==> src/rtl/pll_divider_search_core_assert.svh <==
// Assertion macros shared by the PLL divider search RTL.
// Depends on a clock named clk and an active-high reset named rst in scope.
`ifndef PLL_DIVIDER_SEARCH_CORE_ASSERT_SVH
`define PLL_DIVIDER_SEARCH_CORE_ASSERT_SVH

// Condition in one cycle implies a condition in the same cycle.
`define PDS_ASSERT_NOW(lbl, pre, post, msg) \
  lbl: assert property (@(posedge clk) disable iff (rst) (pre) |-> (post)) \
    else $error(msg);

// Condition in one cycle implies a condition in the following cycle.
`define PDS_ASSERT_NEXT(lbl, pre, post, msg) \
  lbl: assert property (@(posedge clk) disable iff (rst) (pre) |=> (post)) \
    else $error(msg);

`endif

==> src/rtl/pds_pkg.sv <==
// Package for the PLL divider search: widths, register codes, reset values,
// and the divider control structs. No dependencies.
package pds_pkg;

  localparam int EXT_W      = 25;
  localparam int TGT_W      = 30;
  localparam int VCO_W      = 30;
  localparam int PREDIV_W   = 6;
  localparam int MHALF_W    = 16;
  localparam int CFG_IDX_W  = 2;
  localparam int CFG_DATA_W = 30;
  localparam int DIV_W      = 30;
  localparam int DIV_CNT_W  = 5;

  // Configuration register indexes.
  localparam logic [CFG_IDX_W-1:0] CFG_RC_OSC  = 2'd0;
  localparam logic [CFG_IDX_W-1:0] CFG_VCO_MIN = 2'd1;
  localparam logic [CFG_IDX_W-1:0] CFG_VCO_MAX = 2'd2;
  localparam logic [CFG_IDX_W-1:0] CFG_MAX_PRE = 2'd3;

  localparam logic [EXT_W-1:0]    RC_OSC_RST  = 25'd4000000;
  localparam logic [VCO_W-1:0]    VCO_MIN_RST = 30'd275000000;
  localparam logic [VCO_W-1:0]    VCO_MAX_RST = 30'd550000000;
  localparam logic [PREDIV_W-1:0] MAX_PRE_RST = 6'd32;

  localparam logic [EXT_W-1:0]    RANGE_HIGH_HZ = 25'd15000000;
  localparam logic [PREDIV_W-1:0] PREDIV_CAP    = 6'd32;
  localparam logic [MHALF_W-1:0]  MHALF_CAP     = 16'd32768;
  localparam logic [DIV_W-1:0]    POSTDIV_CAP   = 30'd256;

  typedef struct packed {
    logic             start;
    logic [DIV_W-1:0] dividend;
    logic [DIV_W-1:0] divisor;
  } pds_div_req_t;

  typedef struct packed {
    logic             busy;
    logic             done;
    logic [DIV_W-1:0] quotient;
    logic [DIV_W-1:0] remainder;
  } pds_div_rsp_t;

endpackage

==> src/rtl/pds_if.sv <==
// Handshake interfaces for the request, result and configuration channels.
// Depends on pds_pkg for field widths.
interface pds_req_if import pds_pkg::*; ();
  logic             valid;
  logic             ready;
  logic [EXT_W-1:0] ext_hz;
  logic [TGT_W-1:0] target_hz;
  modport source (output valid, ext_hz, target_hz, input ready);
  modport sink (input valid, ext_hz, target_hz, output ready);
endinterface

interface pds_rsp_if ();
  logic        valid;
  logic        ready;
  logic        found;
  logic        use_main_osc;
  logic        osc_range_high;
  logic [4:0]  prediv_code;
  logic [14:0] mult_code;
  logic [7:0]  cpu_div_code;
  modport source (output valid, found, use_main_osc, osc_range_high, prediv_code,
                  mult_code, cpu_div_code, input ready);
  modport sink (input valid, found, use_main_osc, osc_range_high, prediv_code,
                mult_code, cpu_div_code, output ready);
endinterface

interface pds_cfg_if import pds_pkg::*; ();
  logic                  valid;
  logic                  ready;
  logic [CFG_IDX_W-1:0]  index;
  logic [CFG_DATA_W-1:0] data;
  modport source (output valid, index, data, input ready);
  modport sink (input valid, index, data, output ready);
endinterface

==> src/rtl/pll_divider_search_core.sv <==
// Top level of the PLL divider search: configuration registers, search sequencer
// and result register. Depends on pds_pkg, the pds interfaces, pds_div and the macros.
//
// Usage: the block takes one request (ext_hz, target_hz) on the req channel and
// returns one result on the rsp channel. An ext_hz of zero selects the internal RC
// frequency held in configuration register 0. Registers 1 and 2 set the VCO window
// and register 3 the largest pre-divider; the cfg channel is always ready and a
// write takes effect at the transfer. Configuration should only change while idle.
// A request is taken only while the sequencer is idle. For each pre-divider the
// shared divider computes base / P, then the multiplier advances by two each cycle
// while the VCO is below the window, adding twice the quotient to the VCO. Every VCO
// inside the window costs its scan step plus a trip through the same divider to
// test for an exact post-divider. The worst case is a tiny base in a wide window,
// where all 32768 multipliers of each of 32 pre-dividers take a divider trip. The
// result sits in an output register; if the receiver stalls, a following search
// may still run but waits at its end until the register is taken. Reset returns
// all configuration registers to their defaults, empties the result register and
// puts the sequencer in idle.
`include "pll_divider_search_core_assert.svh"

module pll_divider_search_core import pds_pkg::*; (
  input logic         clk,
  input logic         rst,
  pds_cfg_if.sink     cfg,
  pds_req_if.sink     req,
  pds_rsp_if.source   rsp
);

  localparam logic [2:0] S_IDLE    = 3'd0;
  localparam logic [2:0] S_START_Q = 3'd1;
  localparam logic [2:0] S_WAIT_Q  = 3'd2;
  localparam logic [2:0] S_SCAN    = 3'd3;
  localparam logic [2:0] S_START_T = 3'd4;
  localparam logic [2:0] S_WAIT_T  = 3'd5;
  localparam logic [2:0] S_FINISH  = 3'd6;

  // Configuration registers.
  logic [EXT_W-1:0]    rc_osc_hz;
  logic [VCO_W-1:0]    vco_min_hz;
  logic [VCO_W-1:0]    vco_max_hz;
  logic [PREDIV_W-1:0] max_prediv;

  // Search state.
  logic [2:0]          state;
  logic [EXT_W-1:0]    ext;
  logic [TGT_W-1:0]    target;
  logic [EXT_W-1:0]    base;
  logic [PREDIV_W-1:0] lim;
  logic [PREDIV_W-1:0] prediv;
  logic [EXT_W-1:0]    q;
  logic [VCO_W:0]      vco;
  logic [MHALF_W-1:0]  mhalf;
  logic                hit;
  logic [7:0]          div_code;

  // Result register.
  logic        out_valid;
  logic        out_found;
  logic        out_main;
  logic        out_high;
  logic [4:0]  out_prediv;
  logic [14:0] out_mult;
  logic [7:0]  out_div;

  pds_div_req_t dreq;
  pds_div_rsp_t drsp;

  logic          req_xfer;
  logic          out_free;
  logic [VCO_W:0] vco_step;
  logic          mult_last;
  logic          exact;

  pds_div u_div (
    .clk  (clk),
    .rst  (rst),
    .dreq (dreq),
    .drsp (drsp)
  );

  assign cfg.ready = 1'b1;
  assign req.ready = (state == S_IDLE);
  assign req_xfer  = req.valid && (state == S_IDLE);
  assign out_free  = !out_valid || rsp.ready;

  // Each multiplier step of two adds twice the divided base to the VCO.
  assign vco_step  = vco + {{(VCO_W - EXT_W){1'b0}}, q, 1'b0};
  assign mult_last = (mhalf == MHALF_CAP);
  assign exact     = (drsp.quotient != '0) && (drsp.remainder == '0);

  always_comb begin
    dreq.start    = (state == S_START_Q) || (state == S_START_T);
    dreq.dividend = (state == S_START_Q) ? {{(DIV_W - EXT_W){1'b0}}, base}
                                         : vco[VCO_W-1:0];
    dreq.divisor  = (state == S_START_Q) ? {{(DIV_W - PREDIV_W){1'b0}}, prediv}
                                         : target;
  end

  always_ff @(posedge clk) begin
    if (rst) begin
      rc_osc_hz  <= RC_OSC_RST;
      vco_min_hz <= VCO_MIN_RST;
      vco_max_hz <= VCO_MAX_RST;
      max_prediv <= MAX_PRE_RST;
    end else if (cfg.valid) begin
      case (cfg.index)
        CFG_RC_OSC:  rc_osc_hz  <= cfg.data[EXT_W-1:0];
        CFG_VCO_MIN: vco_min_hz <= cfg.data[VCO_W-1:0];
        CFG_VCO_MAX: vco_max_hz <= cfg.data[VCO_W-1:0];
        CFG_MAX_PRE: max_prediv <= cfg.data[PREDIV_W-1:0];
        default: ;
      endcase
    end
  end

  // Sequencer. Moving to the next pre-divider restarts the multiplier at two; when
  // the pre-divider limit is already reached the search ends without a match.
  always_ff @(posedge clk) begin
    if (rst) begin
      state <= S_IDLE;
    end else begin
      case (state)
        S_IDLE: begin
          if (req.valid) begin
            state <= (req.target_hz == '0) ? S_FINISH : S_START_Q;
          end
        end
        S_START_Q: state <= S_WAIT_Q;
        S_WAIT_Q: begin
          if (drsp.done) begin
            state <= S_SCAN;
          end
        end
        S_SCAN: begin
          if (vco < {1'b0, vco_min_hz}) begin
            if (mult_last) begin
              state <= (prediv >= lim) ? S_FINISH : S_START_Q;
            end
          end else if (vco > {1'b0, vco_max_hz}) begin
            state <= (prediv >= lim) ? S_FINISH : S_START_Q;
          end else begin
            state <= S_START_T;
          end
        end
        S_START_T: state <= S_WAIT_T;
        S_WAIT_T: begin
          if (drsp.done) begin
            if (exact) begin
              state <= S_FINISH;
            end else if (mult_last) begin
              state <= (prediv >= lim) ? S_FINISH : S_START_Q;
            end else begin
              state <= S_SCAN;
            end
          end
        end
        S_FINISH: begin
          if (out_free) begin
            state <= S_IDLE;
          end
        end
        default: state <= S_IDLE;
      endcase
    end
  end

  always_ff @(posedge clk) begin
    case (state)
      S_IDLE: begin
        if (req_xfer) begin
          ext    <= req.ext_hz;
          target <= req.target_hz;
          base   <= (req.ext_hz != '0) ? req.ext_hz : rc_osc_hz;
          if (max_prediv == '0) begin
            lim <= PREDIV_W'(1);
          end else if (max_prediv > PREDIV_CAP) begin
            lim <= PREDIV_CAP;
          end else begin
            lim <= max_prediv;
          end
          prediv <= PREDIV_W'(1);
          hit    <= 1'b0;
        end
      end
      S_WAIT_Q: begin
        if (drsp.done) begin
          q     <= drsp.quotient[EXT_W-1:0];
          vco   <= {{(VCO_W - EXT_W){1'b0}}, drsp.quotient[EXT_W-1:0], 1'b0};
          mhalf <= MHALF_W'(1);
        end
      end
      S_SCAN: begin
        if (vco < {1'b0, vco_min_hz}) begin
          if (mult_last) begin
            prediv <= prediv + 1'b1;
          end else begin
            mhalf <= mhalf + 1'b1;
            vco   <= vco_step;
          end
        end else if (vco > {1'b0, vco_max_hz}) begin
          prediv <= prediv + 1'b1;
        end
      end
      S_WAIT_T: begin
        if (drsp.done) begin
          if (exact) begin
            // A post-divider above the encodable limit ends the search unfound.
            hit      <= (drsp.quotient <= POSTDIV_CAP);
            div_code <= drsp.quotient[7:0] - 8'd1;
          end else if (mult_last) begin
            prediv <= prediv + 1'b1;
          end else begin
            mhalf <= mhalf + 1'b1;
            vco   <= vco_step;
          end
        end
      end
      default: ;
    endcase
  end

  always_ff @(posedge clk) begin
    if (rst) begin
      out_valid <= 1'b0;
    end else if (state == S_FINISH && out_free) begin
      out_valid <= 1'b1;
    end else if (rsp.ready) begin
      out_valid <= 1'b0;
    end
  end

  always_ff @(posedge clk) begin
    if (state == S_FINISH && out_free) begin
      out_found  <= hit;
      out_main   <= (ext != '0);
      out_high   <= (ext >= RANGE_HIGH_HZ);
      out_prediv <= hit ? 5'(prediv - 1'b1) : 5'd0;
      out_mult   <= hit ? 15'(mhalf - 1'b1) : 15'd0;
      out_div    <= hit ? div_code : 8'd0;
    end
  end

  assign rsp.valid          = out_valid;
  assign rsp.found          = out_found;
  assign rsp.use_main_osc   = out_main;
  assign rsp.osc_range_high = out_high;
  assign rsp.prediv_code    = out_prediv;
  assign rsp.mult_code      = out_mult;
  assign rsp.cpu_div_code   = out_div;

  `PDS_ASSERT_NEXT(a_req_leaves_idle, req_xfer, state != S_IDLE, "request did not start a search")
  `PDS_ASSERT_NOW(a_div_free, dreq.start, !drsp.busy, "divider started while busy")
  `PDS_ASSERT_NOW(a_prediv_range, state == S_SCAN, prediv != '0 && prediv <= lim,
                  "pre-divider outside its limit")
  `PDS_ASSERT_NEXT(a_finish_loads, state == S_FINISH && out_free, out_valid,
                   "finished search did not load a result")

endmodule

==> src/rtl/pds_div.sv <==
// Shared restoring divider, one quotient bit per cycle.
// Depends on pds_pkg for widths and the request/response structs.
module pds_div import pds_pkg::*; (
  input  logic         clk,
  input  logic         rst,
  input  pds_div_req_t dreq,
  output pds_div_rsp_t drsp
);

  logic                 busy;
  logic                 done;
  logic [DIV_CNT_W-1:0] cnt;
  logic [DIV_W-1:0]     rem;
  logic [DIV_W-1:0]     quo;
  logic [DIV_W-1:0]     dvs;
  logic [DIV_W:0]       trial;

  assign trial = {rem, quo[DIV_W-1]} - {1'b0, dvs};

  always_ff @(posedge clk) begin
    if (rst) begin
      busy <= 1'b0;
      done <= 1'b0;
      cnt  <= '0;
    end else begin
      done <= 1'b0;
      if (busy) begin
        if (cnt == '0) begin
          busy <= 1'b0;
          done <= 1'b1;
        end
        cnt <= cnt - 1'b1;
      end else if (dreq.start) begin
        busy <= 1'b1;
        cnt  <= DIV_CNT_W'(DIV_W - 1);
      end
    end
  end

  always_ff @(posedge clk) begin
    if (!busy && dreq.start) begin
      rem <= '0;
      quo <= dreq.dividend;
      dvs <= dreq.divisor;
    end else if (busy) begin
      if (!trial[DIV_W]) begin
        rem <= trial[DIV_W-1:0];
        quo <= {quo[DIV_W-2:0], 1'b1};
      end else begin
        rem <= {rem[DIV_W-2:0], quo[DIV_W-1]};
        quo <= {quo[DIV_W-2:0], 1'b0};
      end
    end
  end

  assign drsp.busy      = busy;
  assign drsp.done      = done;
  assign drsp.quotient  = quo;
  assign drsp.remainder = rem;

endmodule
==> src/flat_wrapper.sv <==
// flat-port wrapper written by rule: the top's interface ports become plain ports
module pll_divider_search_core_flat import pds_pkg::*;
  (clk, rst, cfg_valid, cfg_index, cfg_data, cfg_ready, req_valid, req_ext_hz, req_target_hz, req_ready, rsp_valid, rsp_found, rsp_use_main_osc, rsp_osc_range_high, rsp_prediv_code, rsp_mult_code, rsp_cpu_div_code, rsp_ready);
  pds_cfg_if cfg_i ();
  pds_req_if req_i ();
  pds_rsp_if rsp_i ();
  input logic clk;
  input logic rst;
  input wire logic [$bits(cfg_i.valid)-1:0] cfg_valid;
  input wire logic [$bits(cfg_i.index)-1:0] cfg_index;
  input wire logic [$bits(cfg_i.data)-1:0] cfg_data;
  output wire logic [$bits(cfg_i.ready)-1:0] cfg_ready;
  input wire logic [$bits(req_i.valid)-1:0] req_valid;
  input wire logic [$bits(req_i.ext_hz)-1:0] req_ext_hz;
  input wire logic [$bits(req_i.target_hz)-1:0] req_target_hz;
  output wire logic [$bits(req_i.ready)-1:0] req_ready;
  output wire logic [$bits(rsp_i.valid)-1:0] rsp_valid;
  output wire logic [$bits(rsp_i.found)-1:0] rsp_found;
  output wire logic [$bits(rsp_i.use_main_osc)-1:0] rsp_use_main_osc;
  output wire logic [$bits(rsp_i.osc_range_high)-1:0] rsp_osc_range_high;
  output wire logic [$bits(rsp_i.prediv_code)-1:0] rsp_prediv_code;
  output wire logic [$bits(rsp_i.mult_code)-1:0] rsp_mult_code;
  output wire logic [$bits(rsp_i.cpu_div_code)-1:0] rsp_cpu_div_code;
  input wire logic [$bits(rsp_i.ready)-1:0] rsp_ready;
  assign cfg_i.valid = cfg_valid;
  assign cfg_i.index = cfg_index;
  assign cfg_i.data = cfg_data;
  assign cfg_ready = cfg_i.ready;
  assign req_i.valid = req_valid;
  assign req_i.ext_hz = req_ext_hz;
  assign req_i.target_hz = req_target_hz;
  assign req_ready = req_i.ready;
  assign rsp_valid = rsp_i.valid;
  assign rsp_found = rsp_i.found;
  assign rsp_use_main_osc = rsp_i.use_main_osc;
  assign rsp_osc_range_high = rsp_i.osc_range_high;
  assign rsp_prediv_code = rsp_i.prediv_code;
  assign rsp_mult_code = rsp_i.mult_code;
  assign rsp_cpu_div_code = rsp_i.cpu_div_code;
  assign rsp_i.ready = rsp_ready;
  pll_divider_search_core u_core (.clk(clk), .rst(rst), .cfg(cfg_i), .req(req_i), .rsp(rsp_i));
endmodule
==> config.mk <==
export PLATFORM = sky130hd
export DESIGN_NAME = pll_divider_search_core_flat
export DESIGN_NICKNAME = d
export VERILOG_FILES = /design/src/rtl/pds_pkg.sv /design/src/rtl/pds_if.sv /design/src/rtl/pll_divider_search_core.sv /design/src/rtl/pds_div.sv /design/src/flat_wrapper.sv
export VERILOG_INCLUDE_DIRS = /design/src /design/src/rtl
export SDC_FILE = /design/constraint.sdc
export NUM_CORES = 1
export LEC_CHECK = 0
export ABC_AREA = 1
export BUFFER_PORTS_ARGS = -buffer_cell sky130_fd_sc_hd__buf_4
export CELL_PAD_IN_SITES_DETAIL_PLACEMENT = 1
export CELL_PAD_IN_SITES_GLOBAL_PLACEMENT = 2
export CORE_MARGIN = 2
export CORE_UTILIZATION = 34
export DETAILED_ROUTE_END_ITERATION = 12
export PLACE_DENSITY_LB_ADDON = 0.1
export SYNTH_ARGS = -nofsm -noshare
export SYNTH_HDL_FRONTEND = slang
export SYNTH_HIERARCHICAL = 1
export SYNTH_SLANG_ARGS = --single-unit
==> constraint.sdc <==
create_clock -name clk -period 4.9 [get_ports clk]
set_clock_uncertainty 0.05 [all_clocks]
set_input_delay 0.245 -clock clk [delete_from_list [all_inputs] [get_ports clk]]
set_output_delay 0.245 -clock clk [all_outputs]
set_load 0.01 [all_outputs]
## After elaboration in Yosys (flattened, before gate mapping)

Index checks and enable logic that the tools add are counted.

| cells by class | value |
|---|---|
| add/subtract/negate cells | 8 |
| magnitude comparators | 6 |
| equal/unequal tests | 20 |
| mux-type cells | 51 |
| bitwise operators | 1 |
| reductions and logical operators | 36 |

Operators by type and width:

| kind | number |
|---|---|
| 31-bit 2-to-1 mux | 5 |
| 30-bit 2-to-1 mux | 4 |
| 31-bit case mux with 3 select lines | 1 |
| 16-bit 2-to-1 mux | 5 |
| 30-bit zero test | 2 |
| 25-bit nonzero test | 2 |
| 6-bit 2-to-1 mux | 8 |
| 16-bit case mux with 3 select lines | 1 |
| 3-bit 2-to-1 mux | 11 |
| 31-bit by 26-bit adder with 31-bit output | 1 |
| 31-bit by 30-bit > comparator with 1-bit output | 1 |
| 31-bit by 30-bit < comparator with 1-bit output | 1 |
| 31-bit by 30-bit subtractor with 31-bit output | 1 |
| 30-bit by 9-bit <= comparator with 1-bit output, second input constant | 1 |
| 30-bit nonzero test | 1 |
| 25-bit by 24-bit >= comparator with 1-bit output, second input constant | 1 |
| 25-bit 2-to-1 mux | 1 |
| 3-bit case mux with 7 select lines | 1 |
| 6-bit case mux with 3 select lines | 1 |
| 16-bit by 1-bit adder with 16-bit output, second input constant | 1 |
| 16-bit == test, second input constant | 1 |
| 5-bit AND reduction | 3 |
| 15-bit by 1-bit subtractor with 15-bit output, second input constant | 1 |
| 2-bit AND reduction | 6 |
| 30 further kinds | 61 |

| word-level totals | value |
|---|---|
| register bits after elaboration | 396 |
| bits of input ports | 92 |
| output and inout port bits | 34 |
| word-level logic and storage cells | 152 |

## Longest topological paths before layout

| logic depth | value |
|---|---|
| depth in word-level cells | 6 |
| depth in mapped cells | 19 |
| mapped depth without buffers | 18 |

## Hierarchy

Netlist, hierarchy kept.

Modules (own cells, without submodules):

| module | instances | cells an instance | area each (um^2) | seq. area each (um^2) |
|---|---|---|---|---|
| pll_divider_search_core | 1 | 1780 | 15798.9 | 7997.7 |
| pds_div | 1 | 968 | 6573.8 | 2542.4 |

## Worst setup path after synthesis

No wires, ideal clock.

| path | value |
|---|---|
| path kind | reg2reg |
| from | register u_core.state[0] |
| to | register u_core.base[0], enable pin |
| setup time | 531 ps |
| data arrival time | 4531 ps |
| required time | 4319 ps |
| path slack | -212 ps |
| stages on the path, launching flop included | 6 |
| buffers on the path | 0 |
| clock period less this slack | 5112 ps |
| cells stage by stage | dfxtp_1 -> nor2_1 -> inv_1 -> nor2_1 -> inv_2 -> nor2_1 |

| on the way | value |
|---|---|
| longest elaborated chain between the ends | 3 |

RTL lines:

| item | RTL line | source |
|---|---|---|
| start, declared | pll_divider_search_core.sv:44 | `logic [2:0] state;` |
| start signal, assigned | pll_divider_search_core.sv:125 | `state <= (req.target_hz == '0) ? S_FINISH : S_START_Q;` |
| start signal, assigned | pll_divider_search_core.sv:137 | `state <= (prediv >= lim) ? S_FINISH : S_START_Q;` |
| start signal, assigned | pll_divider_search_core.sv:140 | `state <= (prediv >= lim) ? S_FINISH : S_START_Q;` |
| 3-bit zero test (*) | n/a |  |
| net req_ready | flat_wrapper.sv:16 | `output wire logic [$bits(req_i.ready)-1:0] req_ready;` |
| 1-bit logical AND | pll_divider_search_core.sv:83 | `assign req_xfer = req.valid && (state == S_IDLE);` |
| 2-bit AND reduction (no source line) (*) | n/a |  |
| end signal, assigned | pll_divider_search_core.sv:173 | `base <= (req.ext_hz != '0) ? req.ext_hz : rc_osc_hz;` |
| end, declared | pll_divider_search_core.sv:47 | `logic [EXT_W-1:0] base;` |

Mark *: on every way through the listed nets, which the timed path passes. The rest lies on a longest branch.
A chain may end at the register's enable or synchronous reset.

## Final worst setup path

| path | value |
|---|---|
| from | register u_core.u_div.quo[0] |
| to | register u_core.vco[12], enable pin |

| on the way | value |
|---|---|
| longest elaborated chain between the ends | 4 |

RTL lines:

| item | RTL line | source |
|---|---|---|
| start, declared | pds_div.sv:14 | `logic [DIV_W-1:0] quo;` |
| start signal, assigned | pds_div.sv:43 | `quo <= dreq.dividend;` |
| start signal, assigned | pds_div.sv:48 | `quo <= {quo[DIV_W-2:0], 1'b1};` |
| start signal, assigned | pds_div.sv:51 | `quo <= {quo[DIV_W-2:0], 1'b0};` |
| 30-bit nonzero test | pll_divider_search_core.sv:89 | `assign exact = (drsp.quotient != '0) && (drsp.remainder == '0);` |
| 1-bit logical AND | pll_divider_search_core.sv:89 |  |
| 2-bit inequality test (no source line) | n/a |  |
| 5-bit AND reduction (no source line) | n/a |  |
| end signal, assigned | pll_divider_search_core.sv:188 | `vco <= {{(VCO_W - EXT_W){1'b0}}, drsp.quotient[EXT_W-1:0], 1'b0};` |
| end signal, assigned | pll_divider_search_core.sv:198 | `vco <= vco_step;` |
| end signal, assigned | pll_divider_search_core.sv:214 | `vco <= vco_step;` |
| end, declared | pll_divider_search_core.sv:51 | `logic [VCO_W:0] vco;` |

Every way passes these cells.

==> metrics <==
crit end category flop; total CTS buffers 50; outcome completed; core footprint 0.0654 sq mm; CTS root buf clkbuf_16; period utilisation layout 64.0%; Hold Fails Final Rpt 0; number of fill cells in the layout 7835; via count 18801; actual slew at the worst max-slew pin 1.02 ns; DRT antenna net count 0; Post-route DRC 0; Die Width 260 microns; die area 0.0678 sq mm; initial antenna violation count 0; Iteration-0 DRC Markers 775; CTS tree done; drt total wl 73300 microns; fmax 319 MHz; largest net degree at the start of global routing 70; ANT cells 0; Sink Count 395; max-cap violations 0; Synthesized Nets 2967; drt wl/cell 19.0 microns; Initial Util 34.2%; Tmin final 3.14 ns; area grow syn2layout 19.4%; Worst-Skew Late Latency 0.63 ns; mapped cell area 0.0224 sq mm; first-pass GRT wire length 114000 microns; final total power 0.0131 W; required time of the critical path 5.09 ns; GP Congestion 0.858; setup TNS 0 ns; Crit Path Class flop to flop; Final Util 40.8%; peak supply drop 312 uV; Rows 94; final net count 3178; Worst setup SP type flop; Slew headroom 32.0%; PwrDens 489 mW/mm^2; maximum fanout along the worst path 25; vias in the first global route 19808; number of port buffers 124; vias per cell 4.87; Die Y 260 microns; Post-CTS Setup Inserts 0; final setup vio count 0; io pins 126; RSZ-0062 raised after global routing false; Mapped Cells 2747; clk slew on worst S/H paths 0.06 ns; layout cell share with drive strength beyond 1 10.9%; CTS resizes 0; clock tree buffer depth 3; Leak 12.2 nW; htree depth 2; Yosys Warn Count 6; Worst EP arrival 3.33 ns; hpwl dp 56100 microns; Hold-fix buffers, CTS 88; TritonRoute pass-1 iters 8; total gr overflow 0; worst hold path type input port to flop; GRT Util Overall 21.9%; Mean Syn Cell Area 8.14 sq um; Final Max Slew Viols 0
[critical path: stages (launching register included)]
cell and delay, ns:
edfxtp_1 0.49, inv_1 0.24, ha_1 0.22, inv_1 0.08, nor2_1 0.18, nand4_1 0.11, nor2_1 0.29, nand2_1 0.11
nand2_1 0.16, nor2_1 0.06, inv_1 0.11, o211ai_1 0.16, a21oi_2 0.15, buf_4 0.36
[stage by stage]
step	hold WS, ns	setup slack [ns]	area [sq um]	instances
2_1_floorplan	0.264	1.24	22400	2747
6_report	0.0631	1.76	26700	3864
3_5_place_dp	0.386	1.76	24200	3682
5_1_grt	0.0512	1.44	26700	3864
4_1_cts	0.0297	1.73	26700	3864
3_3_place_gp	0.384	1.76	24200	3682
[state kept, by name, indices dropped and copies added (netlist names), 3 cells and up]
register / flops
u_core/mhalf: 16
u_core/ext: 25
u_core/u_div/quo: 30
u_core/u_div/dvs: 30
u_core/rsp.mult_code: 15
u_core/vco_max_hz: 30
u_core/u_div/cnt: 5
u_core/vco: 30
u_core/target: 30
u_core/rsp.prediv_code: 5
u_core/state: 3
u_core/rsp.cpu_div_code: 8
u_core/lim: 6
u_core/rc_osc_hz: 25
u_core/q: 25
u_core/div_code: 8
u_core/prediv: 6
u_core/vco_min_hz: 30
u_core/base: 25
u_core/u_div/rem: 30
u_core/max_prediv: 6
[placed cells by master, fill, tap and decap left out, drive strengths merged, types with 13 or more instances in the layout]
master	instances
edfxtp	263
nor3	43
o211ai	27
a21oi	175
inv	479
dfxtp	132
o21ai	148
o21bai	13
nand3	117
xor2	27
clkinv	18
mux2	23
o22ai	14
ha	126
nand2	753
clkbuf	71
nand3b	26
nor2	213
nand4	31
dlygate4sd3	88
buf	141
[area by class of cell]
class | instances | area, sq um | area share (%)
Multi-Input combinational cell | 1804 | 9720 | 36.4
Clock buffer | 71 | 1410 | 5.28
Inverter | 478 | 1790 | 6.72
Tap cell | 864 | 1080 | 4.05
Timing Repair Buffer | 229 | 1950 | 7.31
Clock inverter | 23 | 204 | 0.764
Sequential cell | 395 | 10500 | 39.5
[per-layer routing]
metal  global-route usage (%)  routed length, microns
met4                     7.29                    2390
met2                     40.5                   38000
met1                     26.2                   31100
met5                        0                       0
met3                     2.29                    1870
[power breakdown]
| part | internal [W] | switching [W] | total (W) | leakage [nW] |
|---|---|---|---|---|
| combinational | 0.00138 | 0.00287 | 0.00425 | 7.85 |
| clock | 0.00203 | 0.00157 | 0.00360 | 0.782 |
| sequential | 0.00458 | 0.000616 | 0.00520 | 3.54 |
[final timing paths]
kind	startpoint	end	slack, ns	depth (start not counted)
hold / removal	req_valid	u_core/hit	0.06	3
hold reg to reg	u_core/rc_osc_hz[7]	u_core/rc_osc_hz[7]	0.40	2
setup / recovery	u_core/u_div/quo[0]	u_core/vco[12]	1.76	13
setup reg to reg	u_core/u_div/quo[0]	u_core/vco[12]	1.76	13
(Power assumes the default switching activity.)
